--- src/rtl/sam_ram.sv ---
module sam_ram #(
  parameter int Width = 8,
  parameter int Depth = 16
) (
  input  logic                     clk,
  input  logic                     we,
  input  logic [$clog2(Depth)-1:0] waddr,
  input  logic [Width-1:0]         wdata,
  input  logic [$clog2(Depth)-1:0] raddr,
  output logic [Width-1:0]         rdata
);

  logic [Width-1:0] mem [Depth];

  always_ff @(posedge clk) begin
    if (we) begin
      mem[waddr] <= wdata;
    end
    rdata <= mem[raddr];
  end

endmodule

--- config.mk ---
export PLATFORM = sky130hd
export DESIGN_NAME = sam_ram
export DESIGN_NICKNAME = d
export VERILOG_FILES = /design/src/rtl/sam_ram.sv
export SDC_FILE = /design/constraint.sdc
export NUM_CORES = 1
export LEC_CHECK = 0
export ABC_AREA = 1
export BUFFER_PORTS_ARGS = -buffer_cell sky130_fd_sc_hd__buf_2
export CAP_MARGIN = 40
export CORE_MARGIN = 1.5
export CORE_UTILIZATION = 40
export DETAILED_ROUTE_END_ITERATION = 6
export PLACE_DENSITY_LB_ADDON = 0.12
export SETUP_SLACK_MARGIN = 0.5
export SYNTH_ARGS = -nofsm -noshare
export SYNTH_HDL_FRONTEND = slang
export SYNTH_SLANG_ARGS = --single-unit
--- constraint.sdc ---
create_clock -name clk -period 0.96 [get_ports clk]
set_input_delay 0.096 -clock clk [delete_from_list [all_inputs] [get_ports clk]]
set_output_delay 0.096 -clock clk [all_outputs]
set_load 0.01 [all_outputs]
==> report_table.html <==
<table>
<tr><th>Metric</th><th>Value</th></tr>
<tr><th colspan="2">Layout</th></tr>
<tr><td>Area occupied by registers</td><td>between 4000 and 5000 µm²</td></tr>
<tr><td>Utilization after layout</td><td>54.37%</td></tr>
<tr><td>Multi-input logic area</td><td>roughly 1600 µm²</td></tr>
<tr><td>Area growth from synthesis to final layout</td><td>31.89%</td></tr>
<tr><td>Antenna cell count</td><td>0</td></tr>
<tr><td>Post-route insts no fill</td><td>approximately 810</td></tr>
<tr><td>Post-layout nets</td><td>631</td></tr>
<tr><td>Ratio of cells with drive above 1 in the final layout</td><td>between 20% and 30%</td></tr>
<tr><td>Final instance area</td><td>roughly 7600 µm²</td></tr>
<tr><td>Number of inserted filler cells in the final layout</td><td>approximately 1.2k</td></tr>
<tr><th colspan="2">Pwr</th></tr>
<tr><td>Worst IR Drop VDD</td><td>1426 µV</td></tr>
<tr><td>Total power divided by cell area</td><td>~2000 nW/µm²</td></tr>
<tr><td>Leakage power summed over all cells</td><td>approximately 3.2 nW</td></tr>
<tr><td>Power Total</td><td>between 10 and 15 mW</td></tr>
<tr><th colspan="2">Flow run</th></tr>
<tr><td>Max-cap viol count</td><td>0</td></tr>
<tr><th colspan="2">Outcome</th></tr>
<tr><td>Run status</td><td>complete, no violations</td></tr>
<tr><th colspan="2">Synth</th></tr>
<tr><td>Proportion of netlist area held by the largest area contributor</td><td>roughly 67%</td></tr>
<tr><td>Number of distinct library cell variants in the gate-level netlist after synthesis</td><td>12</td></tr>
<tr><td>Post-synth top area cell</td><td>edfxtp_1</td></tr>
<tr><td>Net count after synthesis</td><td>~570</td></tr>
<tr><td>#FFs+latches synth</td><td>between 100 and 150</td></tr>
<tr><td>Top flip-flop cell by instance count after synthesis</td><td>edfxtp_1</td></tr>
<tr><td>Cells after Synth</td><td>around 550</td></tr>
<tr><td>Fraction of synthesis flops using an asynchronous set or reset pin</td><td>0%</td></tr>
<tr><td>Mean post-synth cell area</td><td>approximately 10 µm²</td></tr>
<tr><td>Yosys synthesis warning count</td><td>0</td></tr>
<tr><td>Post-Syn Area</td><td>just under 6000 µm²</td></tr>
<tr><td>Leading cell type by number of instances after synthesis</td><td>nand2_1</td></tr>
<tr><td>Ranking of synthesized cells by instance count</td><td>nand2_1 (173), edfxtp_1 (128), inv_1 (100)</td></tr>
<tr><td>Sequential-to-total area share from yosys stat</td><td>between 60% and 70%</td></tr>
<tr><td>Post-synth EDFFs</td><td>~130</td></tr>
<tr><td>Most area-consuming cells after synthesis</td><td>edfxtp_1 (67%), nand2_1 (11%), nand3_1 (8.4%)</td></tr>
<tr><th colspan="2">STA</th></tr>
<tr><td>Worst clock skew</td><td>between 0.008 and 0.009 ns</td></tr>
<tr><td>Pins over their slew limit</td><td>0</td></tr>
<tr><td>Setup ws final</td><td>0.01531 ns</td></tr>
<tr><td>Crit share post-route</td><td>between 90% and 100%</td></tr>
<tr><td>Hold violation total from the final report</td><td>0</td></tr>
<tr><td>Tmin final</td><td>~0.94 ns</td></tr>
<tr><td>Highest Clock Rate</td><td>1059 MHz</td></tr>
<tr><td>Worst hold slack across all endpoints</td><td>0.08514 ns</td></tr>
<tr><td>Pin slew with the least headroom to its limit</td><td>about 0.46 ns</td></tr>
<tr><td>Aggregate negative setup slack</td><td>0 ns</td></tr>
<tr><td># setup viols final</td><td>0</td></tr>
<tr><td>Unrepaired setup endpoints after global routing</td><td>true</td></tr>
<tr><td>Max-Slew Margin vs Limit</td><td>between 60% and 70%</td></tr>
<tr><th colspan="2">Clocking</th></tr>
<tr><td>Number of clock sinks</td><td>about 140</td></tr>
<tr><td>Post-cts hold buffer count</td><td>0</td></tr>
<tr><td>Clock Pin Slew Worst Setup and Hold Paths</td><td>around 0.050 ns</td></tr>
<tr><td>Insertion delay of the later-clocked pin in the worst-skew pair</td><td>between 0.4 and 0.5 ns</td></tr>
<tr><td>TritonCTS clock tree</td><td>done</td></tr>
<tr><td>Buffer depth of the longest clock path</td><td>2</td></tr>
<tr><td>Maximum level of the CTS H-tree</td><td>4</td></tr>
<tr><td>CTS Root Buffer Type</td><td>clkbuf_16</td></tr>
<tr><td>TritonCTS Buffers</td><td>17</td></tr>
<tr><th colspan="2">Place</th></tr>
<tr><td>Cell Count Post-Placement</td><td>around 770</td></tr>
<tr><td>Count of buffers inserted at the top-level ports</td><td>25</td></tr>
<tr><td>Post-detail-place hpwl</td><td>roughly 8600 µm</td></tr>
<tr><td>Worst slack, placed</td><td>-0.2315 ns</td></tr>
<tr><td>Final GP Congestion</td><td>0.8265</td></tr>
<tr><td>Placed instance area</td><td>about 6600 µm²</td></tr>
<tr><th colspan="2">Critical path</th></tr>
<tr><td>Data arrival, critical path</td><td>0.85 ns</td></tr>
<tr><td>CP startpoint kind</td><td>flop</td></tr>
<tr><td>Launch point of the worst reg-to-reg path</td><td>mem[1][1]</td></tr>
<tr><td>Capturing instance or port of the critical path</td><td>rdata[7]</td></tr>
<tr><td>Worst R2R Path Depth</td><td>6</td></tr>
<tr><td>Worst R2R Setup Slack</td><td>approximately 0.015 ns</td></tr>
<tr><td>Path length in cells of the critical path</td><td>1</td></tr>
<tr><td>Combined buffer and inverter count along the critical path</td><td>1</td></tr>
<tr><td>Crit Path Category</td><td>flop to output pin</td></tr>
<tr><td>Ordered cell list for the critical path</td><td>buf_6</td></tr>
<tr><td>Critical Path Slowest Stage Cell</td><td>dfxtp_2</td></tr>
<tr><td>Crit. Startpoint</td><td>rdata[7]</td></tr>
<tr><td>Cell class contributing the biggest share of worst-path delay</td><td>flip-flops</td></tr>
<tr><td>Crit Path Max Fanout</td><td>1</td></tr>
<tr><td>Largest stage delay on the critical path</td><td>roughly 0.32 ns</td></tr>
<tr><td>Reg-to-reg critical path endpoint</td><td>rdata[1]</td></tr>
<tr><td>Critical Path End Type</td><td>output pin</td></tr>
<tr><td>CP required</td><td>roughly 0.86 ns</td></tr>
<tr><th colspan="2">Worst hold path</th></tr>
<tr><td>Launch instance of the worst min-delay path</td><td>wdata[5]</td></tr>
<tr><td>Classification of the worst-slack hold path</td><td>primary input to flop</td></tr>
<tr><th colspan="2">Drt</th></tr>
<tr><td>Detailed-router iteration count before antenna repair</td><td>4</td></tr>
<tr><td>Total length of routed wires</td><td>approximately 13000 µm</td></tr>
<tr><td>Remaining DRCs</td><td>0</td></tr>
<tr><td>Via-per-instance ratio</td><td>4.775</td></tr>
<tr><td>Via count</td><td>3849</td></tr>
<tr><td>Antenna viol nets, final</td><td>0</td></tr>
<tr><td>Initial drt markers</td><td>320</td></tr>
<tr><td>Routed WL per cell</td><td>between 15 and 20 µm</td></tr>
<tr><th colspan="2">Floorplanning</th></tr>
<tr><td>Effective utilization at floorplan</td><td>41.23%</td></tr>
<tr><td>Site row count</td><td>43</td></tr>
<tr><td>Core area</td><td>approximately 14000 µm²</td></tr>
<tr><td>Full die area</td><td>between 15000 and 20000 µm²</td></tr>
<tr><td>Top-level I/O count</td><td>26</td></tr>
<tr><td>Width of the die</td><td>123.1 µm</td></tr>
<tr><td>Die boundary height</td><td>about 120 µm</td></tr>
<tr><th colspan="2">GRT</th></tr>
<tr><td>Initial antenna violation count</td><td>0</td></tr>
<tr><td>Maximum number of pins on one net before global-route repair</td><td>55</td></tr>
<tr><td>Number of global-route vias before repair</td><td>a little under 4k</td></tr>
<tr><td>Combined global-route utilization of all metal layers</td><td>between 10% and 20%</td></tr>
<tr><td>Remaining global-route overflow</td><td>0</td></tr>
<tr><td>First-pass GRT wire length</td><td>around 21000 µm</td></tr>
</table>
[cell families (layout without fill, tap and decap cells)]
family	after synthesis	after routing	synth area share [%]
DFF	136	136	69.43
buffers and inverters	126	201	9.525
and+or+nand+nor	289	289	21.05
[cell type report]
type,instances,share of cell area [%]
clock buffer,20,6.004
inverter,102,5.100
timing repair buffer,67,10.12
tap,180,2.961
clock inverter,12,2.599
multi-input combinational,289,20.51
sequential,136,52.71
[report_power, final]
part | switching, mW | internal (mW) | leakage (nW)
clock | 2.37 | 4.73 | 0.306
combinational | 0.690 | 0.431 | 1.70
sequential | 0.0373 | 6.64 | 1.22
[timing repair]
action	CTS	global route
pin swaps	50	28
gates cloned	0	0
endpoints found under the setup margin	144	144
resized for setup	59	18
buffers inserted	6	1
[layer usage]
metal  vias up  part of all wire, %  routed length (µm)  global-route usage (%)
li1       1900                    -                   -                       -
met1      1862                   45                5952                   25.92
met2        75                   50                6714                   32.43
met3        12                  4.0                 532                   5.120
met4         0                 0.91                 121                   7.184
met5         -                    0                   0                       0
[flip-flops by register name, indices dropped and copies added, names as in the netlist]
register and flops:
rdata 8, mem 128
[worst min-delay path by stage]
stage                            end  cells past startpoint
after detailed placement    rdata[0]                      1
after CTS                  mem[3][5]                      1
after global routing      mem[12][3]                      1
after floorplan            mem[0][0]                      0
final                      mem[9][5]                      1
after global placement      rdata[3]                      1
[placed cells by master, fill, tap and decap left out, types with 4 or more instances in the layout]
master	netlist	layout
nand2_1	173	166
edfxtp_1	128	128
inv_1	100	97
nand3_1	97	56
nand3_2	0	40
buf_6	6	21
clkbuf_16	0	17
buf_12	0	17
buf_2	13	16
buf_4	4	11
nor2_4	0	9
nor2_2	0	8
bufinv_16	0	5
clkinvlp_4	0	4
dfxtp_1	8	4
dfxtp_2	0	4
Power figures use the tool's default switching activity.
